==> config.mk <==
export PLATFORM = sky130hd
export DESIGN_NAME = stereo_three_band_equalizer
export DESIGN_NICKNAME = d
export VERILOG_FILES = /design/src/hw/rtl/st3beq_pkg.sv /design/src/hw/rtl/st3beq_front.sv /design/src/hw/rtl/st3beq_queue.sv /design/src/hw/rtl/st3beq_back.sv /design/src/hw/rtl/stereo_three_band_equalizer.sv
export SDC_FILE = /design/constraint.sdc
export NUM_CORES = 2
export LEC_CHECK = 0
export ABC_AREA = 1
export BUFFER_PORTS_ARGS = -buffer_cell sky130_fd_sc_hd__buf_4
export CAP_MARGIN = 20
export CORE_MARGIN = 3
export CORE_UTILIZATION = 24
export DETAILED_ROUTE_END_ITERATION = 7
export PLACE_DENSITY_LB_ADDON = 0.25
export SLEW_MARGIN = 25
export SYNTH_ARGS = -nofsm -noshare
export SYNTH_HDL_FRONTEND = slang
export SYNTH_SLANG_ARGS = --single-unit
==> constraint.sdc <==
create_clock -name clk -period 8.6 [get_ports clk]
set_clock_uncertainty 0.15 [all_clocks]
set_input_delay 1.72 -clock clk [delete_from_list [all_inputs] [get_ports clk]]
set_output_delay 1.72 -clock clk [all_outputs]
set_load 0.05 [all_outputs]
==> src/hw/rtl/st3beq_pkg.sv <==
// ----------------------------------------------------------------------------
// st3beq_pkg: shared types and constants of the stereo three-band equaliser
// Holds the field widths, register indexes and reset values, the
// configuration record and the issue schedule of the shared multiplier.
// ----------------------------------------------------------------------------
package st3beq_pkg;

  // Field widths and fixed-point formats
  localparam int SAMPLE_BITS = 24;               // Q1.23 samples
  localparam int COEF_BITS   = 18;
  localparam int POLE_FRAC   = COEF_BITS - 1;    // poles are Q0.17
  localparam int GAIN_FRAC   = COEF_BITS - 4;    // gains are Q4.14
  localparam int POLE_W      = POLE_FRAC;
  localparam int GAIN_W      = COEF_BITS;
  localparam int CFG_W       = GAIN_W;
  localparam int CFG_IDX_W   = 3;
  localparam int ITEM_W      = 4 * SAMPLE_BITS;  // in_l, in_r, prior_l, prior_r
  localparam int OUT_TDATA_W = 2 * SAMPLE_BITS;

  // Register indexes
  localparam logic [CFG_IDX_W-1:0] REG_LOW_POLE    = 3'd0;
  localparam logic [CFG_IDX_W-1:0] REG_HIGH_POLE   = 3'd1;
  localparam logic [CFG_IDX_W-1:0] REG_LOW_GAIN    = 3'd2;
  localparam logic [CFG_IDX_W-1:0] REG_MID_GAIN    = 3'd3;
  localparam logic [CFG_IDX_W-1:0] REG_HIGH_GAIN   = 3'd4;
  localparam logic [CFG_IDX_W-1:0] REG_MASTER_GAIN = 3'd5;
  localparam logic [CFG_IDX_W-1:0] REG_ACC_MODE    = 3'd6;

  // Register reset values
  localparam logic [POLE_W-1:0] RST_LOW_POLE  = 17'd127390;
  localparam logic [POLE_W-1:0] RST_HIGH_POLE = 17'd98575;
  localparam logic [GAIN_W-1:0] RST_GAIN      = 18'd16384;   // unity

  // Queue between front and back
  localparam int Q_DEPTH = 2;
  localparam int Q_PTR_W = 1;
  localparam int Q_LVL_W = 2;

  // Back-end sequencer
  localparam int                STEP_W          = 5;
  localparam int                SCHED_LAST      = 16;
  localparam logic [STEP_W-1:0] STEP_LAST_ISSUE = 5'd16;
  localparam logic [STEP_W-1:0] STEP_DONE       = 5'd19;

  localparam logic CH_L = 1'b0;
  localparam logic CH_R = 1'b1;

  // Multiplier operand A sources
  localparam logic [2:0] A_XS   = 3'd0;   // input sample in state format
  localparam logic [2:0] A_LO   = 3'd1;   // low filter state
  localparam logic [2:0] A_HI   = 3'd2;   // high filter state
  localparam logic [2:0] A_MID  = 3'd3;   // mid band
  localparam logic [2:0] A_HIGH = 3'd4;   // high band
  localparam logic [2:0] A_MIX  = 3'd5;   // band mix

  // Multiplier operand B sources
  localparam logic [2:0] B_ALO = 3'd0;    // 1 - low pole
  localparam logic [2:0] B_PLO = 3'd1;    // low pole
  localparam logic [2:0] B_AHI = 3'd2;    // 1 - high pole
  localparam logic [2:0] B_PHI = 3'd3;    // high pole
  localparam logic [2:0] B_GL  = 3'd4;
  localparam logic [2:0] B_GM  = 3'd5;
  localparam logic [2:0] B_GH  = 3'd6;
  localparam logic [2:0] B_GO  = 3'd7;

  // Accumulation chain destinations
  localparam logic [1:0] D_LO  = 2'd0;
  localparam logic [1:0] D_HI  = 2'd1;
  localparam logic [1:0] D_MIX = 2'd2;
  localparam logic [1:0] D_Y   = 2'd3;

  typedef struct packed {
    logic [POLE_W-1:0] low_pole;
    logic [POLE_W-1:0] high_pole;
    logic [GAIN_W-1:0] low_gain;
    logic [GAIN_W-1:0] mid_gain;
    logic [GAIN_W-1:0] high_gain;
    logic [GAIN_W-1:0] master_gain;
    logic              acc_mode;
  } cfg_t;

  typedef struct packed {
    logic       en;
    logic       ch;
    logic [2:0] a_sel;
    logic [2:0] b_sel;
    logic       first;
    logic       last;
    logic [1:0] dst;
  } issue_t;

  typedef struct packed {
    logic              busy;
    logic [STEP_W-1:0] step;
  } back_stat_t;

  localparam issue_t ISSUE_IDLE = '{1'b0, CH_L, A_XS, B_ALO, 1'b0, 1'b0, D_LO};

  // At most one multiply per step. Each chain's result passes the product
  // register and the accumulator before it is written back and usable.
  localparam issue_t SCHED [0:SCHED_LAST] = '{
    '{1'b1, CH_L, A_XS,   B_ALO, 1'b1, 1'b0, D_LO},
    '{1'b1, CH_L, A_LO,   B_PLO, 1'b0, 1'b1, D_LO},
    '{1'b1, CH_L, A_XS,   B_AHI, 1'b1, 1'b0, D_HI},
    '{1'b1, CH_L, A_HI,   B_PHI, 1'b0, 1'b1, D_HI},
    '{1'b1, CH_R, A_XS,   B_ALO, 1'b1, 1'b0, D_LO},
    '{1'b1, CH_R, A_LO,   B_PLO, 1'b0, 1'b1, D_LO},
    '{1'b1, CH_R, A_XS,   B_AHI, 1'b1, 1'b0, D_HI},
    '{1'b1, CH_R, A_HI,   B_PHI, 1'b0, 1'b1, D_HI},
    '{1'b1, CH_L, A_LO,   B_GL,  1'b1, 1'b0, D_MIX},
    '{1'b1, CH_L, A_MID,  B_GM,  1'b0, 1'b0, D_MIX},
    '{1'b1, CH_L, A_HIGH, B_GH,  1'b0, 1'b1, D_MIX},
    '{1'b1, CH_R, A_LO,   B_GL,  1'b1, 1'b0, D_MIX},
    '{1'b1, CH_R, A_MID,  B_GM,  1'b0, 1'b0, D_MIX},
    '{1'b1, CH_R, A_HIGH, B_GH,  1'b0, 1'b1, D_MIX},
    '{1'b1, CH_L, A_MIX,  B_GO,  1'b1, 1'b1, D_Y},
    ISSUE_IDLE,
    '{1'b1, CH_R, A_MIX,  B_GO,  1'b1, 1'b1, D_Y}
  };

endpackage

==> src/hw/rtl/st3beq_front.sv <==
// ----------------------------------------------------------------------------
// st3beq_front: input stage of the equaliser
// Takes input transactions into a register, drops the prior samples in
// replace mode and offers the item to the queue.
// ----------------------------------------------------------------------------
module st3beq_front (
  input  logic                           clk,
  input  logic                           rst_n,
  input  logic                           acc_mode,
  input  logic                           in_tvalid,
  output logic                           in_tready,
  input  logic [st3beq_pkg::ITEM_W-1:0]  in_tdata,
  output logic                           push_valid,
  input  logic                           push_ready,
  output logic [st3beq_pkg::ITEM_W-1:0]  push_data
);

  localparam int SB = st3beq_pkg::SAMPLE_BITS;

  logic                          vld_r;
  logic                          vld_nxt;
  logic [st3beq_pkg::ITEM_W-1:0] item_r;
  logic                          take;
  logic [SB-1:0]                 prior_l;
  logic [SB-1:0]                 prior_r;

  assign in_tready = !vld_r || push_ready;
  assign take      = in_tvalid && in_tready;

  // In replace mode the prior samples contribute nothing.
  assign prior_l = acc_mode ? in_tdata[2*SB +: SB] : '0;
  assign prior_r = acc_mode ? in_tdata[3*SB +: SB] : '0;

  always_comb begin
    vld_nxt = vld_r;
    if (take) begin
      vld_nxt = 1'b1;
    end else if (push_ready) begin
      vld_nxt = 1'b0;
    end
  end

  always_ff @(posedge clk) begin
    if (!rst_n) begin
      vld_r <= 1'b0;
    end else begin
      vld_r <= vld_nxt;
    end
  end

  always_ff @(posedge clk) begin
    if (take) begin
      item_r <= {prior_r, prior_l, in_tdata[0 +: 2*SB]};
    end
  end

  assign push_valid = vld_r;
  assign push_data  = item_r;

endmodule

==> src/hw/rtl/st3beq_queue.sv <==
// ----------------------------------------------------------------------------
// st3beq_queue: short item queue between front and back
// A small first-in first-out store that lets the input and the arithmetic
// stall independently.
// ----------------------------------------------------------------------------
module st3beq_queue (
  input  logic                                clk,
  input  logic                                rst_n,
  input  logic                                push_valid,
  output logic                                push_ready,
  input  logic [st3beq_pkg::ITEM_W-1:0]       push_data,
  output logic                                pop_valid,
  input  logic                                pop,
  output logic [st3beq_pkg::ITEM_W-1:0]       pop_data,
  output logic [st3beq_pkg::Q_LVL_W-1:0]      level
);

  localparam int                        PW   = st3beq_pkg::Q_PTR_W;
  localparam int                        LW   = st3beq_pkg::Q_LVL_W;
  localparam logic [PW-1:0]             PTR_LAST = PW'(st3beq_pkg::Q_DEPTH - 1);
  localparam logic [LW-1:0]             FULL = LW'(st3beq_pkg::Q_DEPTH);

  logic [st3beq_pkg::ITEM_W-1:0] mem_r [st3beq_pkg::Q_DEPTH];
  logic [PW-1:0]                 wr_ptr_r, wr_ptr_nxt;
  logic [PW-1:0]                 rd_ptr_r, rd_ptr_nxt;
  logic [LW-1:0]                 lvl_r, lvl_nxt;
  logic                          do_push;
  logic                          do_pop;

  assign push_ready = (lvl_r != FULL);
  assign pop_valid  = (lvl_r != '0);
  assign do_push    = push_valid && push_ready;
  assign do_pop     = pop && pop_valid;
  assign pop_data   = mem_r[rd_ptr_r];
  assign level      = lvl_r;

  always_comb begin
    wr_ptr_nxt = wr_ptr_r;
    rd_ptr_nxt = rd_ptr_r;
    lvl_nxt    = lvl_r;
    if (do_push) begin
      wr_ptr_nxt = (wr_ptr_r == PTR_LAST) ? '0 : wr_ptr_r + 1'b1;
    end
    if (do_pop) begin
      rd_ptr_nxt = (rd_ptr_r == PTR_LAST) ? '0 : rd_ptr_r + 1'b1;
    end
    if (do_push && !do_pop) begin
      lvl_nxt = lvl_r + 1'b1;
    end else if (do_pop && !do_push) begin
      lvl_nxt = lvl_r - 1'b1;
    end
  end

  always_ff @(posedge clk) begin
    if (!rst_n) begin
      wr_ptr_r <= '0;
      rd_ptr_r <= '0;
      lvl_r    <= '0;
    end else begin
      wr_ptr_r <= wr_ptr_nxt;
      rd_ptr_r <= rd_ptr_nxt;
      lvl_r    <= lvl_nxt;
    end
  end

  always_ff @(posedge clk) begin
    if (do_push) begin
      mem_r[wr_ptr_r] <= push_data;
    end
  end

endmodule

==> src/hw/rtl/st3beq_back.sv <==
// ----------------------------------------------------------------------------
// st3beq_back: arithmetic back end of the equaliser
// Runs both channels of one item through a single shared multiplier and
// accumulator under a fixed schedule, and holds the result for output.
// ----------------------------------------------------------------------------
module st3beq_back #(
  parameter int STATE_BITS = 32
) (
  input  logic                                 clk,
  input  logic                                 rst_n,
  input  st3beq_pkg::cfg_t                     cfg,
  input  logic                                 q_valid,
  input  logic [st3beq_pkg::ITEM_W-1:0]        q_data,
  output logic                                 q_pop,
  output logic                                 out_tvalid,
  input  logic                                 out_tready,
  output logic [st3beq_pkg::OUT_TDATA_W-1:0]   out_tdata,
  output logic [0:0]                           out_tuser,
  output st3beq_pkg::back_stat_t               stat
);

  localparam int SB      = st3beq_pkg::SAMPLE_BITS;
  localparam int CB      = st3beq_pkg::COEF_BITS;
  localparam int PF      = st3beq_pkg::POLE_FRAC;
  localparam int GF      = st3beq_pkg::GAIN_FRAC;
  localparam int SW      = st3beq_pkg::STEP_W;
  localparam int XF      = STATE_BITS - SB;
  localparam int BAND_W  = STATE_BITS + 1;          // high and mid bands
  localparam int MA      = STATE_BITS + 7;          // widest A operand: the mix
  localparam int PROD_W  = MA + CB + 1;
  localparam int ACC_W   = PROD_W;
  localparam int FV_W    = ACC_W - PF;
  localparam int Y_SHIFT = GF + XF;
  localparam int YS_W    = ACC_W - Y_SHIFT;
  localparam int YW      = YS_W + 1;

  localparam logic [CB-1:0]         POLE_ONE = CB'(1) << PF;
  localparam logic [ACC_W-1:0]      RND_POLE = ACC_W'(1) << (PF - 1);
  localparam logic [ACC_W-1:0]      RND_MIX  = ACC_W'(1) << (GF - 1);
  localparam logic [ACC_W-1:0]      RND_Y    = ACC_W'(1) << (Y_SHIFT - 1);
  localparam logic [STATE_BITS-1:0] ST_MAX   = {1'b0, {(STATE_BITS-1){1'b1}}};
  localparam logic [STATE_BITS-1:0] ST_MIN   = {1'b1, {(STATE_BITS-1){1'b0}}};
  localparam logic [SB-1:0]         SMP_MAX  = {1'b0, {(SB-1){1'b1}}};
  localparam logic [SB-1:0]         SMP_MIN  = {1'b1, {(SB-1){1'b0}}};

  // Sequencer
  logic          busy_r, busy_nxt;
  logic [SW-1:0] step_r, step_nxt;
  logic          done;
  st3beq_pkg::issue_t cur;

  // Item and channel state
  logic signed [SB-1:0]         x_l_r, x_r_r, pr_l_r, pr_r_r;
  logic signed [STATE_BITS-1:0] xs_l, xs_r;
  logic signed [STATE_BITS-1:0] lo_l_r, lo_r_r, hi_l_r, hi_r_r;
  logic signed [BAND_W-1:0]     mid_l_r, mid_r_r, high_l_r, high_r_r;
  logic signed [MA-1:0]         mix_l_r, mix_r_r;
  logic signed [SB-1:0]         y_l_r, y_r_r;
  logic                         clip_r;

  // Multiply and accumulate pipeline
  logic signed [MA-1:0]     a_op;
  logic [CB-1:0]            b_op;
  logic signed [CB:0]       b_s;
  logic signed [PROD_W-1:0] prod_nxt;
  logic signed [PROD_W-1:0] prod_r;
  logic                     p1_en_r, p1_first_r, p1_last_r, p1_ch_r;
  logic [1:0]               p1_dst_r;
  logic signed [ACC_W-1:0]  acc_r;
  logic signed [ACC_W-1:0]  acc_base;
  logic                     p2_en_r, p2_last_r, p2_ch_r;
  logic [1:0]               p2_dst_r;
  logic                     wb;

  // Write-back arithmetic
  logic signed [FV_W-1:0]       fv;
  logic [FV_W-STATE_BITS:0]     f_top;
  logic signed [STATE_BITS-1:0] f_sat;
  logic signed [YS_W-1:0]       ys;
  logic signed [YW-1:0]         ysum;
  logic [YW-SB:0]               y_top;
  logic                         y_ok;
  logic signed [SB-1:0]         y_sat;

  // Output register
  logic          out_vld_r, out_vld_nxt;
  logic [SB-1:0] out_l_r, out_r_r;
  logic          out_clip_r;

  // ---------------------------------------------------------------- control
  assign q_pop = !busy_r && q_valid;
  assign done  = busy_r && (step_r == st3beq_pkg::STEP_DONE)
                 && (!out_vld_r || out_tready);

  always_comb begin
    busy_nxt = busy_r;
    step_nxt = step_r;
    if (q_pop) begin
      busy_nxt = 1'b1;
      step_nxt = '0;
    end else if (done) begin
      busy_nxt = 1'b0;
    end else if (busy_r && step_r != st3beq_pkg::STEP_DONE) begin
      step_nxt = step_r + 1'b1;
    end
  end

  assign out_vld_nxt = done ? 1'b1 : (out_tready ? 1'b0 : out_vld_r);

  always_ff @(posedge clk) begin
    if (!rst_n) begin
      busy_r    <= 1'b0;
      step_r    <= '0;
      out_vld_r <= 1'b0;
      p1_en_r   <= 1'b0;
      p2_en_r   <= 1'b0;
    end else begin
      busy_r    <= busy_nxt;
      step_r    <= step_nxt;
      out_vld_r <= out_vld_nxt;
      p1_en_r   <= cur.en;
      p2_en_r   <= p1_en_r;
    end
  end

  assign cur = (busy_r && step_r <= st3beq_pkg::STEP_LAST_ISSUE)
               ? st3beq_pkg::SCHED[step_r] : st3beq_pkg::ISSUE_IDLE;

  // --------------------------------------------------------------- operands
  assign xs_l = STATE_BITS'(x_l_r) <<< XF;
  assign xs_r = STATE_BITS'(x_r_r) <<< XF;

  always_comb begin
    case (cur.a_sel)
      st3beq_pkg::A_XS:   a_op = MA'(cur.ch ? xs_r : xs_l);
      st3beq_pkg::A_LO:   a_op = MA'(cur.ch ? lo_r_r : lo_l_r);
      st3beq_pkg::A_HI:   a_op = MA'(cur.ch ? hi_r_r : hi_l_r);
      st3beq_pkg::A_MID:  a_op = MA'(cur.ch ? mid_r_r : mid_l_r);
      st3beq_pkg::A_HIGH: a_op = MA'(cur.ch ? high_r_r : high_l_r);
      st3beq_pkg::A_MIX:  a_op = cur.ch ? mix_r_r : mix_l_r;
      default:            a_op = '0;
    endcase
  end

  always_comb begin
    case (cur.b_sel)
      st3beq_pkg::B_ALO: b_op = POLE_ONE - CB'(cfg.low_pole);
      st3beq_pkg::B_PLO: b_op = CB'(cfg.low_pole);
      st3beq_pkg::B_AHI: b_op = POLE_ONE - CB'(cfg.high_pole);
      st3beq_pkg::B_PHI: b_op = CB'(cfg.high_pole);
      st3beq_pkg::B_GL:  b_op = cfg.low_gain;
      st3beq_pkg::B_GM:  b_op = cfg.mid_gain;
      st3beq_pkg::B_GH:  b_op = cfg.high_gain;
      st3beq_pkg::B_GO:  b_op = cfg.master_gain;
      default:           b_op = '0;
    endcase
  end

  assign b_s      = $signed({1'b0, b_op});
  assign prod_nxt = a_op * b_s;

  // ------------------------------------------------------ multiply pipeline
  always_ff @(posedge clk) begin
    prod_r     <= prod_nxt;
    p1_first_r <= cur.first;
    p1_last_r  <= cur.last;
    p1_ch_r    <= cur.ch;
    p1_dst_r   <= cur.dst;
  end

  // The rounding half is folded in with the first term of every chain.
  always_comb begin
    if (p1_first_r) begin
      case (p1_dst_r)
        st3beq_pkg::D_LO,
        st3beq_pkg::D_HI:  acc_base = RND_POLE;
        st3beq_pkg::D_MIX: acc_base = RND_MIX;
        st3beq_pkg::D_Y:   acc_base = RND_Y;
        default:           acc_base = '0;
      endcase
    end else begin
      acc_base = acc_r;
    end
  end

  always_ff @(posedge clk) begin
    if (p1_en_r) begin
      acc_r <= acc_base + prod_r;
    end
    p2_last_r <= p1_last_r;
    p2_ch_r   <= p1_ch_r;
    p2_dst_r  <= p1_dst_r;
  end

  // -------------------------------------------------------------- write-back
  assign wb = p2_en_r && p2_last_r;

  assign fv    = acc_r[ACC_W-1:PF];
  assign f_top = fv[FV_W-1:STATE_BITS-1];
  assign f_sat = (&f_top || ~|f_top) ? fv[STATE_BITS-1:0]
               : (fv[FV_W-1] ? ST_MIN : ST_MAX);

  assign ys    = acc_r[ACC_W-1:Y_SHIFT];
  assign ysum  = YW'(ys) + YW'(p2_ch_r ? pr_r_r : pr_l_r);
  assign y_top = ysum[YW-1:SB-1];
  assign y_ok  = &y_top || ~|y_top;
  assign y_sat = y_ok ? ysum[SB-1:0] : (ysum[YW-1] ? SMP_MIN : SMP_MAX);

  always_ff @(posedge clk) begin
    if (!rst_n) begin
      lo_l_r <= '0;
      lo_r_r <= '0;
      hi_l_r <= '0;
      hi_r_r <= '0;
    end else if (wb && p2_dst_r == st3beq_pkg::D_LO) begin
      if (p2_ch_r) begin
        lo_r_r <= f_sat;
      end else begin
        lo_l_r <= f_sat;
      end
    end else if (wb && p2_dst_r == st3beq_pkg::D_HI) begin
      if (p2_ch_r) begin
        hi_r_r <= f_sat;
      end else begin
        hi_l_r <= f_sat;
      end
    end
  end

  always_ff @(posedge clk) begin
    if (wb && p2_dst_r == st3beq_pkg::D_MIX) begin
      if (p2_ch_r) begin
        mix_r_r <= acc_r[GF +: MA];
      end else begin
        mix_l_r <= acc_r[GF +: MA];
      end
    end
    if (wb && p2_dst_r == st3beq_pkg::D_Y) begin
      if (p2_ch_r) begin
        y_r_r <= y_sat;
      end else begin
        y_l_r <= y_sat;
      end
    end
    if (q_pop) begin
      clip_r <= 1'b0;
    end else if (wb && p2_dst_r == st3beq_pkg::D_Y && !y_ok) begin
      clip_r <= 1'b1;
    end
  end

  // Band values are re-derived every cycle; the schedule reads them only
  // after both filter states of the channel have settled.
  always_ff @(posedge clk) begin
    mid_l_r  <= BAND_W'(hi_l_r) - BAND_W'(lo_l_r);
    mid_r_r  <= BAND_W'(hi_r_r) - BAND_W'(lo_r_r);
    high_l_r <= BAND_W'(xs_l) - BAND_W'(hi_l_r);
    high_r_r <= BAND_W'(xs_r) - BAND_W'(hi_r_r);
  end

  always_ff @(posedge clk) begin
    if (q_pop) begin
      x_l_r  <= q_data[0 +: SB];
      x_r_r  <= q_data[SB +: SB];
      pr_l_r <= q_data[2*SB +: SB];
      pr_r_r <= q_data[3*SB +: SB];
    end
  end

  // ------------------------------------------------------------------ output
  always_ff @(posedge clk) begin
    if (done) begin
      out_l_r    <= y_l_r;
      out_r_r    <= y_r_r;
      out_clip_r <= clip_r;
    end
  end

  assign out_tvalid = out_vld_r;
  assign out_tdata  = {out_r_r, out_l_r};
  assign out_tuser  = out_clip_r;
  assign stat       = '{busy: busy_r, step: step_r};

endmodule

==> src/hw/rtl/stereo_three_band_equalizer.sv <==
// ----------------------------------------------------------------------------
// stereo_three_band_equalizer: stereo three-band equaliser, top level
// The back end takes a new stereo pair only after the last one has moved
// to the output register; its sixteen multiplies pass one at a time through
// the single shared multiplier and its two-stage accumulate pipeline. Reset
// (rst_n, synchronous, active low) clears the filter states, the queue and
// all handshakes, and loads the registers with their documented defaults.
// ----------------------------------------------------------------------------
//
// Structure
//   front  - registers each input transaction and, in replace mode, zeroes
//            the prior samples so the back end always adds them.
//   queue  - two-entry queue; the front keeps accepting while the back end
//            is busy or its result waits to be taken.
//   back   - a step counter walks a fixed schedule through one multiplier
//            and one accumulator. Per channel it runs the low and high
//            one-pole filters (two products each), the three-band mix
//            (three products) and the output gain (one product). Rounding
//            is round half up; the filter states and the outputs saturate.
//            The finished pair waits in an output register.
//
// Configuration
//   A write with cfg_we high updates the register named by cfg_index at the
//   next rising edge. Indexes beyond the last register are ignored. Writes
//   are expected only while no transaction is in flight.
module stereo_three_band_equalizer #(
  parameter int STATE_BITS = 32
) (
  input  logic                                 clk,
  input  logic                                 rst_n,
  // in_tdata: in_left [23:0], in_right [47:24], prior_left [71:48],
  //           prior_right [95:72]
  input  logic                                 in_tvalid,
  output logic                                 in_tready,
  input  logic [st3beq_pkg::ITEM_W-1:0]        in_tdata,
  // out_tdata: out_left [23:0], out_right [47:24]
  output logic                                 out_tvalid,
  input  logic                                 out_tready,
  output logic [st3beq_pkg::OUT_TDATA_W-1:0]   out_tdata,
  // out_tuser: clipped [0]
  output logic [0:0]                           out_tuser,
  input  logic                                 cfg_we,
  input  logic [st3beq_pkg::CFG_IDX_W-1:0]     cfg_index,
  input  logic [st3beq_pkg::CFG_W-1:0]         cfg_data
);

  localparam int PW = st3beq_pkg::POLE_W;
  localparam int GW = st3beq_pkg::GAIN_W;

  st3beq_pkg::cfg_t cfg_r;

  logic                                 push_valid;
  logic                                 push_ready;
  logic [st3beq_pkg::ITEM_W-1:0]        push_data;
  logic                                 q_valid;
  logic                                 q_pop;
  logic [st3beq_pkg::ITEM_W-1:0]        q_data;
  logic [st3beq_pkg::Q_LVL_W-1:0]       q_level;
  st3beq_pkg::back_stat_t               bk_stat;

  // Configuration registers
  always_ff @(posedge clk) begin
    if (!rst_n) begin
      cfg_r.low_pole    <= st3beq_pkg::RST_LOW_POLE;
      cfg_r.high_pole   <= st3beq_pkg::RST_HIGH_POLE;
      cfg_r.low_gain    <= st3beq_pkg::RST_GAIN;
      cfg_r.mid_gain    <= st3beq_pkg::RST_GAIN;
      cfg_r.high_gain   <= st3beq_pkg::RST_GAIN;
      cfg_r.master_gain <= st3beq_pkg::RST_GAIN;
      cfg_r.acc_mode    <= 1'b0;
    end else if (cfg_we) begin
      case (cfg_index)
        st3beq_pkg::REG_LOW_POLE:    cfg_r.low_pole    <= cfg_data[PW-1:0];
        st3beq_pkg::REG_HIGH_POLE:   cfg_r.high_pole   <= cfg_data[PW-1:0];
        st3beq_pkg::REG_LOW_GAIN:    cfg_r.low_gain    <= cfg_data[GW-1:0];
        st3beq_pkg::REG_MID_GAIN:    cfg_r.mid_gain    <= cfg_data[GW-1:0];
        st3beq_pkg::REG_HIGH_GAIN:   cfg_r.high_gain   <= cfg_data[GW-1:0];
        st3beq_pkg::REG_MASTER_GAIN: cfg_r.master_gain <= cfg_data[GW-1:0];
        st3beq_pkg::REG_ACC_MODE:    cfg_r.acc_mode    <= cfg_data[0];
        default: begin
        end
      endcase
    end
  end

  st3beq_front u_front (
    .clk        (clk),
    .rst_n      (rst_n),
    .acc_mode   (cfg_r.acc_mode),
    .in_tvalid  (in_tvalid),
    .in_tready  (in_tready),
    .in_tdata   (in_tdata),
    .push_valid (push_valid),
    .push_ready (push_ready),
    .push_data  (push_data)
  );

  st3beq_queue u_queue (
    .clk        (clk),
    .rst_n      (rst_n),
    .push_valid (push_valid),
    .push_ready (push_ready),
    .push_data  (push_data),
    .pop_valid  (q_valid),
    .pop        (q_pop),
    .pop_data   (q_data),
    .level      (q_level)
  );

  st3beq_back #(
    .STATE_BITS (STATE_BITS)
  ) u_back (
    .clk        (clk),
    .rst_n      (rst_n),
    .cfg        (cfg_r),
    .q_valid    (q_valid),
    .q_data     (q_data),
    .q_pop      (q_pop),
    .out_tvalid (out_tvalid),
    .out_tready (out_tready),
    .out_tdata  (out_tdata),
    .out_tuser  (out_tuser),
    .stat       (bk_stat)
  );

  // The input side only stalls when the front holds an item and the queue
  // is full.
  a_stall_means_full: assert property (@(posedge clk) disable iff (!rst_n)
    !in_tready |-> (q_level == st3beq_pkg::Q_LVL_W'(st3beq_pkg::Q_DEPTH)))
    else $error("input stalled while the queue had room");

  // The back end only starts work on an item it has taken from the queue.
  a_start_on_pop: assert property (@(posedge clk) disable iff (!rst_n)
    $rose(bk_stat.busy) |-> $past(q_pop))
    else $error("back end started without taking an item");

  // A finished item with a free output register is presented next cycle.
  a_finish_to_output: assert property (@(posedge clk) disable iff (!rst_n)
    (bk_stat.busy && bk_stat.step == st3beq_pkg::STEP_DONE
     && (!out_tvalid || out_tready))
    |=> (out_tvalid && !bk_stat.busy))
    else $error("finished item not moved to the output register");

endmodule

==> metrics.md <==
| Metric | Value |
|---|---|
| Top cell type's share of synthesized area | 0.239 |
| Hpwl dp | 233000 um |
| Worst Setup End Kind | flop |
| Vias | 63361 |
| Area of the multi-input gates | 42500 um^2 |
| Antenna viol nets, final | 0 |
| Vias/cell | 4.47 |
| Post-Route WL | 289000 um |
| Period Utilization, post-route | 0.964 |
| Vias in the first global route | about 62000 |
| Tmin final | 8290 ps |
| H-tree depth | 3 |
| Initial core utilization | 0.242 |
| Worst Path Max Fanout | 26 |
| Synth Warn # | 0 |
| MaxCap Viol Count | 0 |
| Mapped cell area | 77400 um^2 |
| Sequential-to-total area share from yosys stat | 0.355 |
| GRT Total Usage | 0.170 |
| CP max stage delay | 660 ps |
| Critical path type | reg -> reg |
| Reg area | 27500 um^2 |
| Largest net degree at the start of global routing | 110 |
| Row cnt | 207 |
| First-pass GRT wire length | roughly 420000 um |
| FMAX | between 100 and 150 MHz |
| Routed len/inst | 20.4 um |
| DRC | 0 |
| Most numerous cell in the Yosys netlist | nand2_1 |
| Final Net Count | ~11000 |
| Synth cell types | 60 |
| Crit path required time | 9150 ps |
| Main synth FF type | edfxtp_1 |
| Critical Path Source Type | flop |
| WP data arrival | 8840 ps |
| Cts-stage hold buffer count | 0 |
| Starting DRT DRC Count | ~5600 |
| Fin util | 0.292 |
| Initial antenna violation count | 10 |
| CTS tree | built |
| Synth top cells by count | 1993 x nand2_1, 1768 x inv_1, 771 x nor2_1 |
| Total congestion overflow | 0 |
| Area grow syn2layout | 20.4% |
| HP Class | reg -> reg |
| Final setup viols | 0 |
| Status | finished clean |
| Cts bufs inserted | 116 |
| I/O Buffers | 172 |
| Hold Vio Cnt, Final | 0 |
| Worst slew pin tran | 1160 ps |
| Area contributors post-synth | edfxtp_1 24%, fa_1 17%, dfxtp_1 12% |
| Syn avg cell area | 8.41 um^2 |
| Fill cells | approximately 35000 |
| Clock slew at reported path FFs | 60 ps |
| Root Buffer | clkbuf_16 |
| Clk_lat worst skew | 790 ps |
| Post-synth EDFFs | a little over 600 |
| Max clock buf depth | 3 |
| DRT Pass-1 Iters | 7 |
| Slowest stage cell, crit path | fa_1 |
| Most used cell, CP | inv_1 |
| Die area | around 330000 um^2 |
| Die width | about 570 um |
| Final slew viol count | 0 |
| Core ar. | 320000 um^2 |
| RSZ-0062 raised after global routing | yes |
| Synthesized netlist cell count | slightly above 9000 |
| Slew headroom | 0.218 |
| Synth Register Bits | 1066 |
| Syn Nets | just over 10000 |
| Die Height | 574 um |
| Fraction of registers with async set/reset | 0 |
| Share of layout cells above drive strength 1 | 0.125 |
| # IOs | 173 |
| RD Place Congestion | 0.927 |
| Area leader, netlist | edfxtp_1 |
| Clock sinks | 1066 |
-- through the flow --
step	std cells	cell area (um^2)	setup slack, ps	hold slack [ps]	TNS (ps)
floorplan	9207	77400	918	160	0
global placement	13938	88300	-301	161	-861
finish	14186	93200	307	189	0
global route	14182	93200	-29.7	204	-104
CTS	14160	92400	12.3	183	0
detailed placement	13939	88300	-304	169	-734
-- sequential cells by signal, summed over array words and instances, names as in the netlist, 32 cells and up --
name               cells
cfg_r                107
u_back.acc_r          58
u_back.hi_l_r         32
u_back.hi_r_r         32
u_back.high_l_r       33
u_back.high_r_r       33
u_back.lo_l_r         32
u_back.lo_r_r         32
u_back.mid_l_r        33
u_back.mid_r_r        33
u_back.mix_l_r        39
u_back.mix_r_r        39
u_back.prod_r         58
u_front.push_data     96
u_queue.mem_r        192
-- path summary, 6_finish.rpt --
check | cells past startpoint | slack (ps) | from | endpoint
min | 0 | 190 | u_back.p1_ch_r$_DFF_P_ | u_back.p2_ch_r$_DFF_P_
max reg2reg | 36 | 310 | u_back.step_r[1]$_SDFFE_PP0P_ | u_back.prod_r[31]$_DFF_P_
max | 36 | 310 | u_back.step_r[1]$_SDFFE_PP0P_ | u_back.prod_r[31]$_DFF_P_
min reg2reg | 0 | 190 | u_back.p1_ch_r$_DFF_P_ | u_back.p2_ch_r$_DFF_P_
-- critical path: cells and delay by family (launching register included) --
family | cells | cell delay [ps]
flops | 1 | 330
fa+ha+maj | 8 | 3810
simple gates | 7 | 1020
buf+inv | 14 | 1560
xor+xnor | 1 | 160
compound gates | 6 | 1100
-- timing repair --
item / CTS / global route
endpoints found under the setup margin: 6 / 32
cloned: 0 / 4
pin swaps: 1 / 24
gates resized for setup: 11 / 181
setup buffers: 1 / 15
-- final cells by class --
type,count,share of cell area
Sequential cell,1066,0.295
Clock buffer,135,0.0327
Antenna cell,7,0.000188
Inverter,1824,0.0741
Timing Repair inverter,1,0.0000805
Multi-Input combinational cell,6039,0.456
Tap cell,4284,0.0575
Clock inverter,85,0.0100
Timing Repair Buffer,745,0.0738
-- per-layer routing --
| metal | vias up | track usage | part of all wire |
|---|---|---|---|
| met1 | 30851 | 0.250 | 0.48 |
| met5 | - | 0 | 0 |
| li1 | 30199 | - | - |
| met2 | 1969 | 0.255 | 0.42 |
| met4 | 0 | 0.0427 | 0.026 |
| met3 | 342 | 0.0326 | 0.073 |
-- cell usage in the layout (no fill, tap or decap), types with 15 or more instances in the layout --
master	netlist	routed
nand2_1	1993	1976
clkinv_2	0	25
nor3_1	66	57
nand3_1	391	379
inv_4	1	16
nand3_2	3	15
o211ai_1	33	33
inv_2	44	31
dfxtp_1	449	443
fa_1	673	661
buf_12	0	96
edfxtp_1	617	617
o21a_1	16	16
buf_4	7	641
o21bai_1	22	20
nor2_2	25	39
nor2_1	771	752
xor2_1	150	147
a31oi_1	47	36
nand2_2	8	21
nor4_1	21	15
clkbuf_16	0	119
o21ai_1	17	33
nand4_1	34	34
clkinv_1	11	31
nor4_4	23	26
a21o_1	26	26
ha_1	355	344
inv_1	1768	1759
a21oi_2	21	46
o21ai_0	509	489
xnor2_1	101	99
a21oi_1	607	579
-- logic make-up (layout without fill, tap and decap cells) --
group,Yosys count,after routing,synth area share
xor+xnor,251,251,0.0284
simple gates,3366,3367,0.181
compound gates,1393,1393,0.0987
flops,1066,1066,0.355
buf+inv,2103,2790,0.105
fa+ha+maj,1028,1028,0.231
other cells,0,7,0
Power is left out: the tool's default activity adds up to more than one toggle a clock period on the data nets, which glitch-free logic cannot reach.
